`config.mk`:
```
export PLATFORM = sky130hd
export DESIGN_NAME = adaptive_gain_audio_mixer_flat
export DESIGN_NICKNAME = d
export VERILOG_FILES = /design/src/hdl/agm_pkg.sv /design/src/hdl/agm_if.sv /design/src/hdl/adaptive_gain_audio_mixer.sv /design/src/hdl/agm_lane.sv /design/src/hdl/agm_merge.sv /design/src/hdl/agm_div.sv /design/src/flat_wrapper.sv
export SDC_FILE = /design/constraint.sdc
export NUM_CORES = 2
export LEC_CHECK = 0
export BUFFER_PORTS_ARGS = -buffer_cell sky130_fd_sc_hd__buf_2
export CAP_MARGIN = 20
export CORE_MARGIN = 4
export CORE_UTILIZATION = 58
export CTS_CLUSTER_DIAMETER = 60
export DETAILED_ROUTE_END_ITERATION = 10
export HOLD_SLACK_MARGIN = 0.05
export PLACE_DENSITY = 0.78
export SETUP_SLACK_MARGIN = 0.02
export SLEW_MARGIN = 20
export SYNTH_ARGS = -nofsm -noshare
export SYNTH_HDL_FRONTEND = slang
export SYNTH_SLANG_ARGS = --single-unit
```
`constraint.sdc`:
```
create_clock -name clk -period 12.2 [get_ports clk]
set_clock_uncertainty 0.2 [all_clocks]
set_input_delay 0.61 -clock clk [delete_from_list [all_inputs] [get_ports clk]]
set_output_delay 0.61 -clock clk [all_outputs]
set_load 0.03 [all_outputs]
```
`src/hdl/agm_pkg.sv`:
```
// Package for the adaptive-gain audio mixer: widths, gain constants,
// controller state encoding and the divider status bundle.
// No dependencies.
`timescale 1ns / 1ps
`default_nettype none

package agm_pkg;

  localparam int unsigned SAMPLE_W   = 16;
  localparam int unsigned NUM_INPUTS = 10;
  localparam int unsigned CFG_W      = 4;
  localparam int unsigned GAIN_W     = 17;
  localparam int unsigned QUOT_W     = 16;

  localparam logic [CFG_W-1:0]    SRC_COUNT_RST = 4'd2;
  localparam logic [GAIN_W-1:0]   GAIN_ONE      = 17'h10000;
  localparam int unsigned         RECOVER_SHIFT = 5;
  localparam logic [SAMPLE_W-1:0] OUT_MAX_MAG   = 16'h7fff;
  localparam logic [SAMPLE_W-1:0] OUT_MIN_MAG   = 16'h8000;

  typedef enum logic [5:0] {
    ST_IDLE = 6'b000001,
    ST_SUM  = 6'b000010,
    ST_MUL  = 6'b000100,
    ST_CHK  = 6'b001000,
    ST_DIV  = 6'b010000,
    ST_FIN  = 6'b100000
  } agm_state_t;

  typedef struct packed {
    logic              done;
    logic [QUOT_W-1:0] quotient;
  } div_status_t;

endpackage

`default_nettype wire

```
`src/hdl/agm_if.sv`:
```
// Channel interfaces of the mixer: input beat with ten samples and
// result beat with one mixed sample. Depends on agm_pkg.
`timescale 1ns / 1ps
`default_nettype none

interface agm_in_if
  import agm_pkg::*;
();
  logic                       valid;
  logic                       ready;
  logic signed [SAMPLE_W-1:0] sample_0;
  logic signed [SAMPLE_W-1:0] sample_1;
  logic signed [SAMPLE_W-1:0] sample_2;
  logic signed [SAMPLE_W-1:0] sample_3;
  logic signed [SAMPLE_W-1:0] sample_4;
  logic signed [SAMPLE_W-1:0] sample_5;
  logic signed [SAMPLE_W-1:0] sample_6;
  logic signed [SAMPLE_W-1:0] sample_7;
  logic signed [SAMPLE_W-1:0] sample_8;
  logic signed [SAMPLE_W-1:0] sample_9;

  modport source (
    output valid, sample_0, sample_1, sample_2, sample_3, sample_4,
           sample_5, sample_6, sample_7, sample_8, sample_9,
    input  ready
  );
  modport sink (
    input  valid, sample_0, sample_1, sample_2, sample_3, sample_4,
           sample_5, sample_6, sample_7, sample_8, sample_9,
    output ready
  );
endinterface

interface agm_out_if
  import agm_pkg::*;
();
  logic                       valid;
  logic                       ready;
  logic signed [SAMPLE_W-1:0] mixed_sample;

  modport source (output valid, mixed_sample, input ready);
  modport sink (input valid, mixed_sample, output ready);
endinterface

`default_nettype wire

```
`src/hdl/adaptive_gain_audio_mixer.sv`:
```
// Top level of the adaptive-gain audio mixer: source lanes, merge stage,
// gain multiplier, clamp divider and controller.
// Depends on agm_pkg, agm_if, agm_lane, agm_merge and agm_div.
//
//   port      dir   beat contents
//   in_bus    sink  sample_0 .. sample_9, signed 16 bit each
//   out_bus   src   mixed_sample, signed 16 bit
//   cfg_*     in    source_count (4 bit), written when cfg_we is high
//
// After the accepting edge the beat passes the lane registers, merge register,
// scaled product and clamp check, then the result register loads in the final
// state; when it clamps, the serial divider first computes the new gain and
// hands it over. One item is in work at a time; the next beat is taken once
// the controller is back in idle. A stalled output holds the controller in its final state.
// Synchronous reset sets unity gain and frame position zero; no clearing pass.
`timescale 1ns / 1ps
`default_nettype none

module adaptive_gain_audio_mixer
  import agm_pkg::*;
#(
  parameter int unsigned FRAME_SAMPLES = 512,
  parameter int unsigned MAX_SOURCES   = 10
) (
  input  wire logic             clk,
  input  wire logic             rst_n,
  agm_in_if.sink                in_bus,
  agm_out_if.source             out_bus,
  input  wire logic             cfg_we,
  input  wire logic [CFG_W-1:0] cfg_wdata
);

  localparam int unsigned SUM_W  = SAMPLE_W + $clog2(MAX_SOURCES);
  localparam int unsigned SC_W   = SUM_W + 1;
  localparam int unsigned PROD_W = SUM_W + GAIN_W;
  localparam int unsigned POS_W  = (FRAME_SAMPLES > 1) ? $clog2(FRAME_SAMPLES) : 1;

  agm_state_t state_r, state_nxt;

  logic [CFG_W-1:0]           src_count_r;
  logic [GAIN_W-1:0]          gain_r;
  logic [POS_W-1:0]           pos_r;
  logic [SC_W-1:0]            scaled_r;
  logic [SAMPLE_W-1:0]        res_r;
  logic [SAMPLE_W-1:0]        out_data_r;
  logic                       out_valid_r;

  logic signed [SAMPLE_W-1:0] smp     [NUM_INPUTS];
  logic signed [SAMPLE_W-1:0] lane_q  [MAX_SOURCES];
  logic                       accept;
  logic                       out_free;
  logic                       neg;
  logic [SUM_W-1:0]           mag;
  logic [PROD_W-1:0]          prod;
  logic [SC_W-1:0]            scaled_neg;
  logic                       ovf_pos;
  logic                       ovf_neg;
  logic                       div_start;
  logic [SAMPLE_W-1:0]        div_limit;
  div_status_t                div_st;
  logic [GAIN_W-1:0]          recover;

  assign smp[0] = in_bus.sample_0;
  assign smp[1] = in_bus.sample_1;
  assign smp[2] = in_bus.sample_2;
  assign smp[3] = in_bus.sample_3;
  assign smp[4] = in_bus.sample_4;
  assign smp[5] = in_bus.sample_5;
  assign smp[6] = in_bus.sample_6;
  assign smp[7] = in_bus.sample_7;
  assign smp[8] = in_bus.sample_8;
  assign smp[9] = in_bus.sample_9;

  assign in_bus.ready = (state_r == ST_IDLE);
  assign accept       = in_bus.valid && in_bus.ready;
  assign out_free     = !out_valid_r || out_bus.ready;

  // a count above the lane count simply enables every lane
  for (genvar k = 0; k < MAX_SOURCES; k++) begin : g_lane
    agm_lane u_lane (
      .clk      (clk),
      .load     (accept),
      .active   (CFG_W'(k) < src_count_r),
      .sample_i (smp[k]),
      .lane_q   (lane_q[k])
    );
  end

  agm_merge #(
    .LANES (MAX_SOURCES),
    .SUM_W (SUM_W)
  ) u_merge (
    .clk    (clk),
    .load   (state_r == ST_SUM),
    .lane_q (lane_q),
    .neg_q  (neg),
    .mag_q  (mag)
  );

  assign prod       = PROD_W'(mag) * PROD_W'(gain_r);
  assign scaled_neg = ~scaled_r + 1'b1;
  assign ovf_pos    = !neg && (scaled_r > SC_W'(OUT_MAX_MAG));
  assign ovf_neg    = neg && (scaled_r > SC_W'(OUT_MIN_MAG));
  assign div_start  = (state_r == ST_CHK) && (ovf_pos || ovf_neg);
  assign div_limit  = ovf_pos ? OUT_MAX_MAG : OUT_MIN_MAG;
  assign recover    = (GAIN_ONE - gain_r) >> RECOVER_SHIFT;

  agm_div #(
    .DIV_W (SC_W)
  ) u_div (
    .clk     (clk),
    .rst_n   (rst_n),
    .start   (div_start),
    .limit   (div_limit),
    .divisor (scaled_r),
    .status  (div_st)
  );

  always_comb begin
    state_nxt = state_r;
    unique case (state_r)
      ST_IDLE: if (accept) state_nxt = ST_SUM;
      ST_SUM:  state_nxt = ST_MUL;
      ST_MUL:  state_nxt = ST_CHK;
      ST_CHK:  state_nxt = div_start ? ST_DIV : ST_FIN;
      ST_DIV:  if (div_st.done) state_nxt = ST_FIN;
      ST_FIN:  if (out_free) state_nxt = ST_IDLE;
      default: state_nxt = ST_IDLE;
    endcase
  end

  always_ff @(posedge clk) begin
    if (!rst_n) begin
      state_r     <= ST_IDLE;
      src_count_r <= SRC_COUNT_RST;
      gain_r      <= GAIN_ONE;
      pos_r       <= '0;
      out_valid_r <= 1'b0;
    end else begin
      state_r <= state_nxt;
      if (cfg_we) begin
        src_count_r <= cfg_wdata;
      end
      if (accept) begin
        if (pos_r == '0) begin
          gain_r <= GAIN_ONE;
        end
        pos_r <= (pos_r == POS_W'(FRAME_SAMPLES - 1)) ? '0 : pos_r + 1'b1;
      end
      if (state_r == ST_DIV && div_st.done) begin
        gain_r <= GAIN_W'(div_st.quotient);
      end
      if (state_r == ST_FIN && out_free) begin
        out_valid_r <= 1'b1;
        if (gain_r < GAIN_ONE) begin
          gain_r <= gain_r + recover;
        end
      end else if (out_bus.ready) begin
        out_valid_r <= 1'b0;
      end
    end
  end

  always_ff @(posedge clk) begin
    if (state_r == ST_MUL) begin
      scaled_r <= prod[PROD_W-1:GAIN_W-1];
    end
    if (state_r == ST_CHK) begin
      if (ovf_pos) begin
        res_r <= OUT_MAX_MAG;
      end else if (ovf_neg) begin
        res_r <= OUT_MIN_MAG;
      end else begin
        res_r <= neg ? scaled_neg[SAMPLE_W-1:0] : scaled_r[SAMPLE_W-1:0];
      end
    end
    if (state_r == ST_FIN && out_free) begin
      out_data_r <= res_r;
    end
  end

  assign out_bus.valid        = out_valid_r;
  assign out_bus.mixed_sample = out_data_r;

endmodule

`default_nettype wire

```
`src/hdl/agm_lane.sv`:
```
// One mixer lane: captures its source sample, gated to zero when the
// source is not part of the mix. Depends on agm_pkg.
`timescale 1ns / 1ps
`default_nettype none

module agm_lane
  import agm_pkg::*;
(
  input  wire logic                       clk,
  input  wire logic                       load,
  input  wire logic                       active,
  input  wire logic signed [SAMPLE_W-1:0] sample_i,
  output logic signed [SAMPLE_W-1:0]      lane_q
);

  logic signed [SAMPLE_W-1:0] lane_r;

  always_ff @(posedge clk) begin
    if (load) begin
      lane_r <= active ? sample_i : '0;
    end
  end

  assign lane_q = lane_r;

endmodule

`default_nettype wire

```
`src/hdl/agm_merge.sv`:
```
// Merge stage: adds the lane outputs and registers sign and magnitude
// of the sum. Depends on agm_pkg.
`timescale 1ns / 1ps
`default_nettype none

module agm_merge
  import agm_pkg::*;
#(
  parameter int unsigned LANES = 10,
  parameter int unsigned SUM_W = 20
) (
  input  wire logic                       clk,
  input  wire logic                       load,
  input  wire logic signed [SAMPLE_W-1:0] lane_q [LANES],
  output logic                            neg_q,
  output logic [SUM_W-1:0]                mag_q
);

  logic signed [SUM_W-1:0] sum;
  logic [SUM_W-1:0]        mag_c;
  logic                    neg_r;
  logic [SUM_W-1:0]        mag_r;

  always_comb begin
    sum = '0;
    for (int k = 0; k < LANES; k++) begin
      sum = sum + SUM_W'(lane_q[k]);
    end
  end

  // most negative sum still fits as an unsigned magnitude
  assign mag_c = sum[SUM_W-1] ? (~sum + 1'b1) : sum;

  always_ff @(posedge clk) begin
    if (load) begin
      neg_r <= sum[SUM_W-1];
      mag_r <= mag_c;
    end
  end

  assign neg_q = neg_r;
  assign mag_q = mag_r;

endmodule

`default_nettype wire

```
`src/hdl/agm_div.sv`:
```
// Restoring radix-2 divider for the clamp gain: limit * 65536 / divisor,
// one quotient bit per cycle. Depends on agm_pkg.
`timescale 1ns / 1ps
`default_nettype none

module agm_div
  import agm_pkg::*;
#(
  parameter int unsigned DIV_W = 21
) (
  input  wire logic                clk,
  input  wire logic                rst_n,
  input  wire logic                start,
  input  wire logic [SAMPLE_W-1:0] limit,
  input  wire logic [DIV_W-1:0]    divisor,
  output div_status_t              status
);

  localparam int unsigned CNT_W = $clog2(QUOT_W);

  logic              busy_r;
  logic              done_r;
  logic [CNT_W-1:0]  cnt_r;
  logic [DIV_W:0]    rem_r;
  logic [DIV_W-1:0]  den_r;
  logic [QUOT_W-1:0] quo_r;
  logic [DIV_W:0]    shifted;
  logic              fits;

  // limit < divisor, so the quotient has only the low 16 bits set
  assign shifted = {rem_r[DIV_W-1:0], 1'b0};
  assign fits    = shifted >= {1'b0, den_r};

  always_ff @(posedge clk) begin
    if (!rst_n) begin
      busy_r <= 1'b0;
      done_r <= 1'b0;
      cnt_r  <= '0;
    end else begin
      done_r <= 1'b0;
      if (start) begin
        busy_r <= 1'b1;
        cnt_r  <= '0;
      end else if (busy_r) begin
        cnt_r <= cnt_r + 1'b1;
        if (cnt_r == CNT_W'(QUOT_W - 1)) begin
          busy_r <= 1'b0;
          done_r <= 1'b1;
        end
      end
    end
  end

  always_ff @(posedge clk) begin
    if (start) begin
      rem_r <= (DIV_W + 1)'(limit);
      den_r <= divisor;
      quo_r <= '0;
    end else if (busy_r) begin
      rem_r <= fits ? (shifted - {1'b0, den_r}) : shifted;
      quo_r <= {quo_r[QUOT_W-2:0], fits};
    end
  end

  assign status.done     = done_r;
  assign status.quotient = quo_r;

endmodule

`default_nettype wire
```
`src/flat_wrapper.sv`:
```
// flat-port wrapper written by rule: the top's interface ports become plain ports
module adaptive_gain_audio_mixer_flat import agm_pkg::*;
#(
  parameter int unsigned FRAME_SAMPLES = 512,
  parameter int unsigned MAX_SOURCES   = 10
)
  (clk, rst_n, cfg_we, cfg_wdata, in_bus_valid, in_bus_sample_0, in_bus_sample_1, in_bus_sample_2, in_bus_sample_3, in_bus_sample_4, in_bus_sample_5, in_bus_sample_6, in_bus_sample_7, in_bus_sample_8, in_bus_sample_9, in_bus_ready, out_bus_valid, out_bus_mixed_sample, out_bus_ready);
  agm_in_if in_bus_i ();
  agm_out_if out_bus_i ();
  input  wire logic clk;
  input  wire logic rst_n;
  input  wire logic cfg_we;
  input  wire logic [CFG_W-1:0] cfg_wdata;
  input wire logic [$bits(in_bus_i.valid)-1:0] in_bus_valid;
  input wire logic [$bits(in_bus_i.sample_0)-1:0] in_bus_sample_0;
  input wire logic [$bits(in_bus_i.sample_1)-1:0] in_bus_sample_1;
  input wire logic [$bits(in_bus_i.sample_2)-1:0] in_bus_sample_2;
  input wire logic [$bits(in_bus_i.sample_3)-1:0] in_bus_sample_3;
  input wire logic [$bits(in_bus_i.sample_4)-1:0] in_bus_sample_4;
  input wire logic [$bits(in_bus_i.sample_5)-1:0] in_bus_sample_5;
  input wire logic [$bits(in_bus_i.sample_6)-1:0] in_bus_sample_6;
  input wire logic [$bits(in_bus_i.sample_7)-1:0] in_bus_sample_7;
  input wire logic [$bits(in_bus_i.sample_8)-1:0] in_bus_sample_8;
  input wire logic [$bits(in_bus_i.sample_9)-1:0] in_bus_sample_9;
  output wire logic [$bits(in_bus_i.ready)-1:0] in_bus_ready;
  output wire logic [$bits(out_bus_i.valid)-1:0] out_bus_valid;
  output wire logic [$bits(out_bus_i.mixed_sample)-1:0] out_bus_mixed_sample;
  input wire logic [$bits(out_bus_i.ready)-1:0] out_bus_ready;
  assign in_bus_i.valid = in_bus_valid;
  assign in_bus_i.sample_0 = in_bus_sample_0;
  assign in_bus_i.sample_1 = in_bus_sample_1;
  assign in_bus_i.sample_2 = in_bus_sample_2;
  assign in_bus_i.sample_3 = in_bus_sample_3;
  assign in_bus_i.sample_4 = in_bus_sample_4;
  assign in_bus_i.sample_5 = in_bus_sample_5;
  assign in_bus_i.sample_6 = in_bus_sample_6;
  assign in_bus_i.sample_7 = in_bus_sample_7;
  assign in_bus_i.sample_8 = in_bus_sample_8;
  assign in_bus_i.sample_9 = in_bus_sample_9;
  assign in_bus_ready = in_bus_i.ready;
  assign out_bus_valid = out_bus_i.valid;
  assign out_bus_mixed_sample = out_bus_i.mixed_sample;
  assign out_bus_i.ready = out_bus_ready;
  adaptive_gain_audio_mixer #(.FRAME_SAMPLES(FRAME_SAMPLES), .MAX_SOURCES(MAX_SOURCES)) u_core (.clk(clk), .rst_n(rst_n), .in_bus(in_bus_i), .out_bus(out_bus_i), .cfg_we(cfg_we), .cfg_wdata(cfg_wdata));
endmodule
```
# Word level (Yosys, flattened, before mapping)
# Cells that the tools add are included.
dict set report totals {
  regBits 335
  ramBits 0
  latchBits 0
  mem_bits_ro 0
  inputBits 169
  elab_cells 114
  n_memories 0
}
dict set report op_classes {
  bitwise_logic 4
  reduce_logical 16
  n_mux 24
  div_mod_pow 0
  n_addsub 16
  n_mul 1
  magnitude_cmp 14
  eq_ne 11
  shift 0
}
# operator count
set op_table {}
lappend op_table {{$add A20 B16 Y20} 5}
lappend op_table {{$mux W17} 5}
lappend op_table {{$mux W16} 5}
lappend op_table {{$mul A20 B17 Y37} 1}
lappend op_table {{$pmux W6 S6} 1}
lappend op_table {{$mux W6} 4}
lappend op_table {{$ge A22 B21 Y1} 1}
lappend op_table {{$gt A21 B15 Y1 const B} 1}
lappend op_table {{$gt A21 B16 Y1 const B} 1}
lappend op_table {{$mux W21} 1}
lappend op_table {{$sub A21 B21 Y21} 1}
lappend op_table {{$add A19 B16 Y20} 1}
lappend op_table {{$add A20 B1 Y20 const B} 1}
lappend op_table {{$not A20 Y20} 1}
lappend op_table {{$add A18 B16 Y19} 1}
lappend op_table {{$mux W19} 1}
lappend op_table {{$add A17 B16 Y18} 1}
lappend op_table {{$add A16 B16 Y17} 1}
lappend op_table {{$add A17 B12 Y17} 1}
lappend op_table {{$lt A17 B17 Y1 const B} 1}
lappend op_table {{$sub A17 B17 Y17 const A} 1}
lappend op_table {{$add A16 B1 Y16 const B} 1}
lappend op_table {{$lt A3 B4 Y1 const A} 4}
lappend op_table {{$not A16 Y16} 1}
lappend op_table {{26 further kinds} 44}

# Logic depth before layout (Yosys ltp)
dict set report depth {
  ltp_word 12
  ltp_mapped 25
  ltp_nobuf 23
}

# Hierarchy
# A second synthesis with hierarchy kept.
dict set report unflattened {
  cells_unflattened 2895
  hier_area_um2 30468.0
}
# mod instances seq_area_each_um2 area_each_um2 cells_each
set by_module_without_submodules {}
lappend by_module_without_submodules {adaptive_gain_audio_mixer 1 2332.2 15312.2 1684}
lappend by_module_without_submodules {agm_lane 10 480.5 606.8 33}
lappend by_module_without_submodules {agm_merge 1 630.6 5301.3 502}
lappend by_module_without_submodules {agm_div 1 1651.6 3786.1 379}

# Worst setup path before layout
# Ideal clock, no wire load.
dict set report synth_timing {
  kind {register to register}
  from {reg u_core.state_r[2]}
  to {reg u_core.pos_r[5]}
  period_less_slack_ps 7335
  setup_time_ps 72
  setup_slack_ps 4865
  t_arrival_ps 7063
  t_required_ps 11928
  path_stages_with_launch 9
  cell_sequence {dfxtp_1 > nor2_1 > nand3_1 > inv_1 > and2_1 > clkbuf_1 > nand4_1 > or3_1 > a21oi_1}
}
dict set report synth_via {
  elab_chain_cells 2
}
# item line
set synth_lines {}
lappend synth_lines {{start: declaration} adaptive_gain_audio_mixer.sv:38} ;# agm_state_t state_r, state_nxt;
lappend synth_lines {{start signal: assignment} adaptive_gain_audio_mixer.sv:140} ;# state_r <= state_nxt;
lappend synth_lines {{$eq A6 B1 Y1} adaptive_gain_audio_mixer.sv:74} ;# assign in_bus.ready = (state_r == ST_IDLE);
lappend synth_lines {{named net in_bus_ready} flat_wrapper.sv:25} ;# output wire logic [$bits(in_bus_i.ready)-1:0] in_bus_ready;
lappend synth_lines {{$logic_and A1 B1 Y1} adaptive_gain_audio_mixer.sv:75} ;# assign accept = in_bus.valid && in_bus.ready;
lappend synth_lines {{named net u_core.accept} adaptive_gain_audio_mixer.sv:50} ;# logic accept;
lappend synth_lines {{end signal: assignment} adaptive_gain_audio_mixer.sv:148} ;# pos_r <= (pos_r == POS_W'(FRAME_SAMPLES - 1)) ? '0 : pos_r + 1'b1;
lappend synth_lines {{end: declaration} adaptive_gain_audio_mixer.sv:42} ;# logic [POS_W-1:0] pos_r;
# The timed path passes the listed nets, and every way through them passes these cells.
# A chain may end at the register's enable or synchronous reset.

# Worst setup path after layout
dict set report layout_timing {
  from {reg u_core.gain_r[9]}
  to {reg u_core.scaled_r[18], data pin}
}
dict set report layout_via {
  elab_chain_cells 1
}
# item line
set layout_lines {}
lappend layout_lines {{start: declaration} adaptive_gain_audio_mixer.sv:41} ;# logic [GAIN_W-1:0] gain_r;
lappend layout_lines {{start signal: assignment} adaptive_gain_audio_mixer.sv:151} ;# gain_r <= GAIN_W'(div_st.quotient);
lappend layout_lines {{start signal: assignment} adaptive_gain_audio_mixer.sv:156} ;# gain_r <= gain_r + recover;
lappend layout_lines {{$mul A20 B17 Y37} adaptive_gain_audio_mixer.sv:100} ;# assign prod = PROD_W'(mag) * PROD_W'(gain_r);
lappend layout_lines {{named net u_core.prod[34]} adaptive_gain_audio_mixer.sv:54} ;# logic [PROD_W-1:0] prod;
lappend layout_lines {{end signal: assignment} adaptive_gain_audio_mixer.sv:166} ;# scaled_r <= prod[PROD_W-1:GAIN_W-1];
lappend layout_lines {{end: declaration} adaptive_gain_audio_mixer.sv:43} ;# logic [SC_W-1:0] scaled_r;
# The timed path passes the listed nets, and every way through them passes these cells.

==> results.py <==
metrics = {
    "outcome": {
        "status": "finished clean",
    },
    "route": {
        "drc_errors": 0,
        "totalWireLength_um": 68650,
        "dr.first_iter.drc_count": 1400,
        "wl_per_cell_um": 18.50,
        "drt_first_pass_iters": 6,
        "viasPerCell": 5.546,
        "vias": 20580,
        "antenna_left": 0,
    },
    "floorplanning": {
        "die_h_um": 234.5,
        "rows": 82,
        "fp.coreArea_mm2": 0.05048,
        "start_util": 0.5896,
        "die_x_um": 234.5,
        "die-area_mm2": 0.05500,
        "ioPinCount": 187,
    },
    "logic_synthesis": {
        "synthesis.area_mm2": 0.02976,
        "synth_cells": 2876,
        "ys_top_cells_by_area": "edfxtp_1, fa_1, ha_1",
        "synth-seq-cells": 335,
        "yosys-mux-area-fraction": 0.01450,
        "synth.avg_cell_area_um2": 10.35,
        "seq_area_frac_synth": 0.3165,
        "synth_edf_count": 271,
        "synth_top_cell_by_area": "edfxtp_1",
        "synth_fa_ha_area_frac": 0.3420,
        "synth_top_family_by_area": "adder cells",
        "syn_nets": 3617,
        "synth_flop_cell": "edfxtp_1",
        "synth_compound_area_frac": 0.06159,
        "yosys.area_share.simple": 0.1522,
        "yosys_warnings": 0,
        "synth_top_area_frac": 0.2734,
        "async_flop_share": 0,
        "synth_xor_area_frac": 0.03090,
        "ys_types": 76,
    },
    "layout": {
        "final_cell_mix": "inv_1, fa_1, nand2_1",
        "nets": 3751,
        "num_antenna_cells": 0,
        "mostFrequentLayoutCell": "inv_1",
        "drive_above_1_share": 0.1023,
        "area_growth_pct": 9.678,
    },
    "setup_path": {
        "crit_end": "u_core.scaled_r[18]",
        "rrSetupSlack_ns": 4.78,
        "cpPeakStageDelay_ns": 1.04,
        "crit_path_top_delay_cell": "dfxtp_1",
        "crit_top_cell": "fa_1",
        "startpoint": "u_core.gain_r[9]",
        "crit_fanout": 25,
        "crit_required_ns": 12.30,
        "crit_arrival_ns": 7.52,
        "startpoint_type": "flop",
        "r2r-start": "u_core.gain_r[9]",
        "timing.rr.end": "u_core.scaled_r[18]",
        "crit_type": "flop to flop",
        "ff2ff_path_depth": 22,
        "end_kind": "flop",
        "path_cells": "nand2_1, fa_1, inv_1, fa_1, inv_1, fa_1, inv_1, fa_1, inv_1, fa_1, inv_1, fa_1, ha_1, a21o_1, a21o_1, a21oi_1, o21ai_0, a2bb2oi_1, o21ai_0, a31o_2, a21o_1, xor2_1",
    },
    "cts": {
        "cts_tree": "built",
        "cts_setup_buffers": 0,
        "clk_latency_ns": 0.57,
        "clock_path_buffers": 3,
        "cts_max_level": 2,
        "cts-buffers-inserted": 40,
        "hold_buffers": 1,
        "cts.clk_slew.worst_paths_ns": 0.06,
        "cts.repair.resized": 0,
        "cts_root_buf": "clkbuf_16",
        "numClockSinks": 335,
    },
    "sta": {
        "finalHoldViolations": 0,
        "fmax_ghz": 0.1348,
        "tightest_slew_ns": 1.122,
        "slew_violations": 0,
        "setup_viol": 0,
        "setup_tns_ns": 0,
        "fin_crit_ns": 7.416,
        "post-route-period-util": 0.6079,
        "maxSlewHeadroom": 0.2523,
        "whs_ns": 0.1114,
        "rsz0062_at_grt": "false",
    },
    "placement": {
        "gp_congestion": 0.9386,
        "dp_hpwl_um": 53580,
        "port_buffers": 186,
    },
    "global_route": {
        "grt_max_degree": 91,
        "grt_antenna_before_repair": 0,
        "grt-ovfl-total": 0,
        "grt_pass1_wl_um": 113700,
        "grt_usage": 0.2599,
        "grt_pass1_vias": 22520,
    },
    "run": {
        "cap_viol_max_count": 0,
    },
    "hold_path": {
        "hp-class": "primary input to flop",
    },
}
-- area by class of cell --
cell class / instances / area [µm²]
sequential: 335 / 9419
inverter: 526 / 1974
tap: 672 / 840.8
clock inverter: 20 / 202.7
timing repair buffer: 212 / 1132
multi-input combinational: 1895 / 17950
fill: 3908 / 17840
clock buffer: 51 / 1124
-- cell usage after synthesis (6+ instances only) --
| library cell | count |
|---|---|
| nor2b_1 | 130 |
| nor4_1 | 9 |
| fa_1 | 401 |
| nand2b_1 | 15 |
| a211oi_1 | 9 |
| o21a_1 | 20 |
| ha_1 | 171 |
| a21o_1 | 21 |
| nand3_1 | 46 |
| and3_1 | 17 |
| a21oi_1 | 68 |
| xnor2_1 | 58 |
| inv_1 | 525 |
| buf_1 | 10 |
| nor3_1 | 27 |
| a211o_1 | 7 |
| edfxtp_1 | 271 |
| dfxtp_1 | 64 |
| nor2_1 | 100 |
| xor2_1 | 47 |
| nand4_1 | 12 |
| or2_2 | 7 |
| nand2_1 | 320 |
| a31oi_1 | 9 |
| and2_1 | 160 |
| o21ai_0 | 83 |
| o31ai_1 | 6 |
| or4_1 | 6 |
| nand3b_1 | 6 |
| mux2i_1 | 42 |
| or3_1 | 10 |
| clkbuf_1 | 106 |
-- state kept, by name, indices dropped and copies added (netlist names), 4 cells and up --
signal	count
u_core.src_count_r	4
u_core.res_r	16
u_core.gain_r	17
u_core.u_merge.mag_q	20
u_core.scaled_r	21
u_core.u_div.den_r	21
u_core.u_div.quo_r	16
u_core.pos_r	9
u_core.out_bus.mixed_sample	16
u_core.u_div.rem_r	21
u_core.u_div.cnt_r	4
u_core.state_r	6
u_core.g_lane.u_lane.lane_q	160
-- worst min-delay path by stage --
stage                              startpoint                            endpoint  slack, ns  cells past startpoint
final                            cfg_wdata[3]               u_core.src_count_r[3]       0.11                      3
after global routing      in_bus_sample_3[14]  u_core.g_lane[3].u_lane.lane_q[14]       0.10                      2
after CTS                        cfg_wdata[3]               u_core.src_count_r[3]       0.08                      3
after detailed placement      u_core.res_r[4]      u_core.out_bus.mixed_sample[4]       0.21                      0
after global placement        u_core.res_r[0]      u_core.out_bus.mixed_sample[0]       0.20                      0
after floorplan               u_core.res_r[0]      u_core.out_bus.mixed_sample[0]       0.20                      0
-- metal layers --
layer  wire, µm  vias to the layer above  part of all wire  track usage
li1           -                     9414                 -            -
met2      35720                      709              0.52       0.4698
met5          0                        -                 0            0
met1      26710                    10310              0.39       0.3231
met3       4122                      153             0.060      0.03884
met4       2097                        0             0.031      0.08103
-- kinds of logic (layout without fill, tap and decap cells) --
kind of cell / after synthesis / in the layout
multiplexers: 43 / 43
flip-flops: 335 / 335
XOR/XNOR: 105 / 105
AND/OR/NAND/NOR: 890 / 890
AO/OA/AOI/OAI: 284 / 284
adder cells (fa/ha/maj): 573 / 573
buffers and inverters: 646 / 809
-- stage by stage --
step,instance area [µm²],setup WS (ns),util,instances
3_5_place_dp,31300,4.827,0.6200,3639
5_1_grt,32640,4.405,0.6466,3711
4_1_cts,32630,4.796,0.6464,3711
2_1_floorplan,29760,4.865,-,2876
3_3_place_gp,31290,5.010,0.6198,3639
6_report,32640,4.784,0.6466,3711
-- critical path, delay by kind of cell (launching register included) --
| kind | cells | cell delay [ns] |
|---|---|---|
| compound gates | 8 | 1.90 |
| xor+xnor | 1 | 0.13 |
| fa+ha+maj | 7 | 3.42 |
| buf+inv | 5 | 0.27 |
| flops | 1 | 1.04 |
| simple gates | 1 | 0.17 |
Power is left out: the tool's default activity adds up to more than one toggle a clock period on the data nets, which glitch-free logic cannot reach.
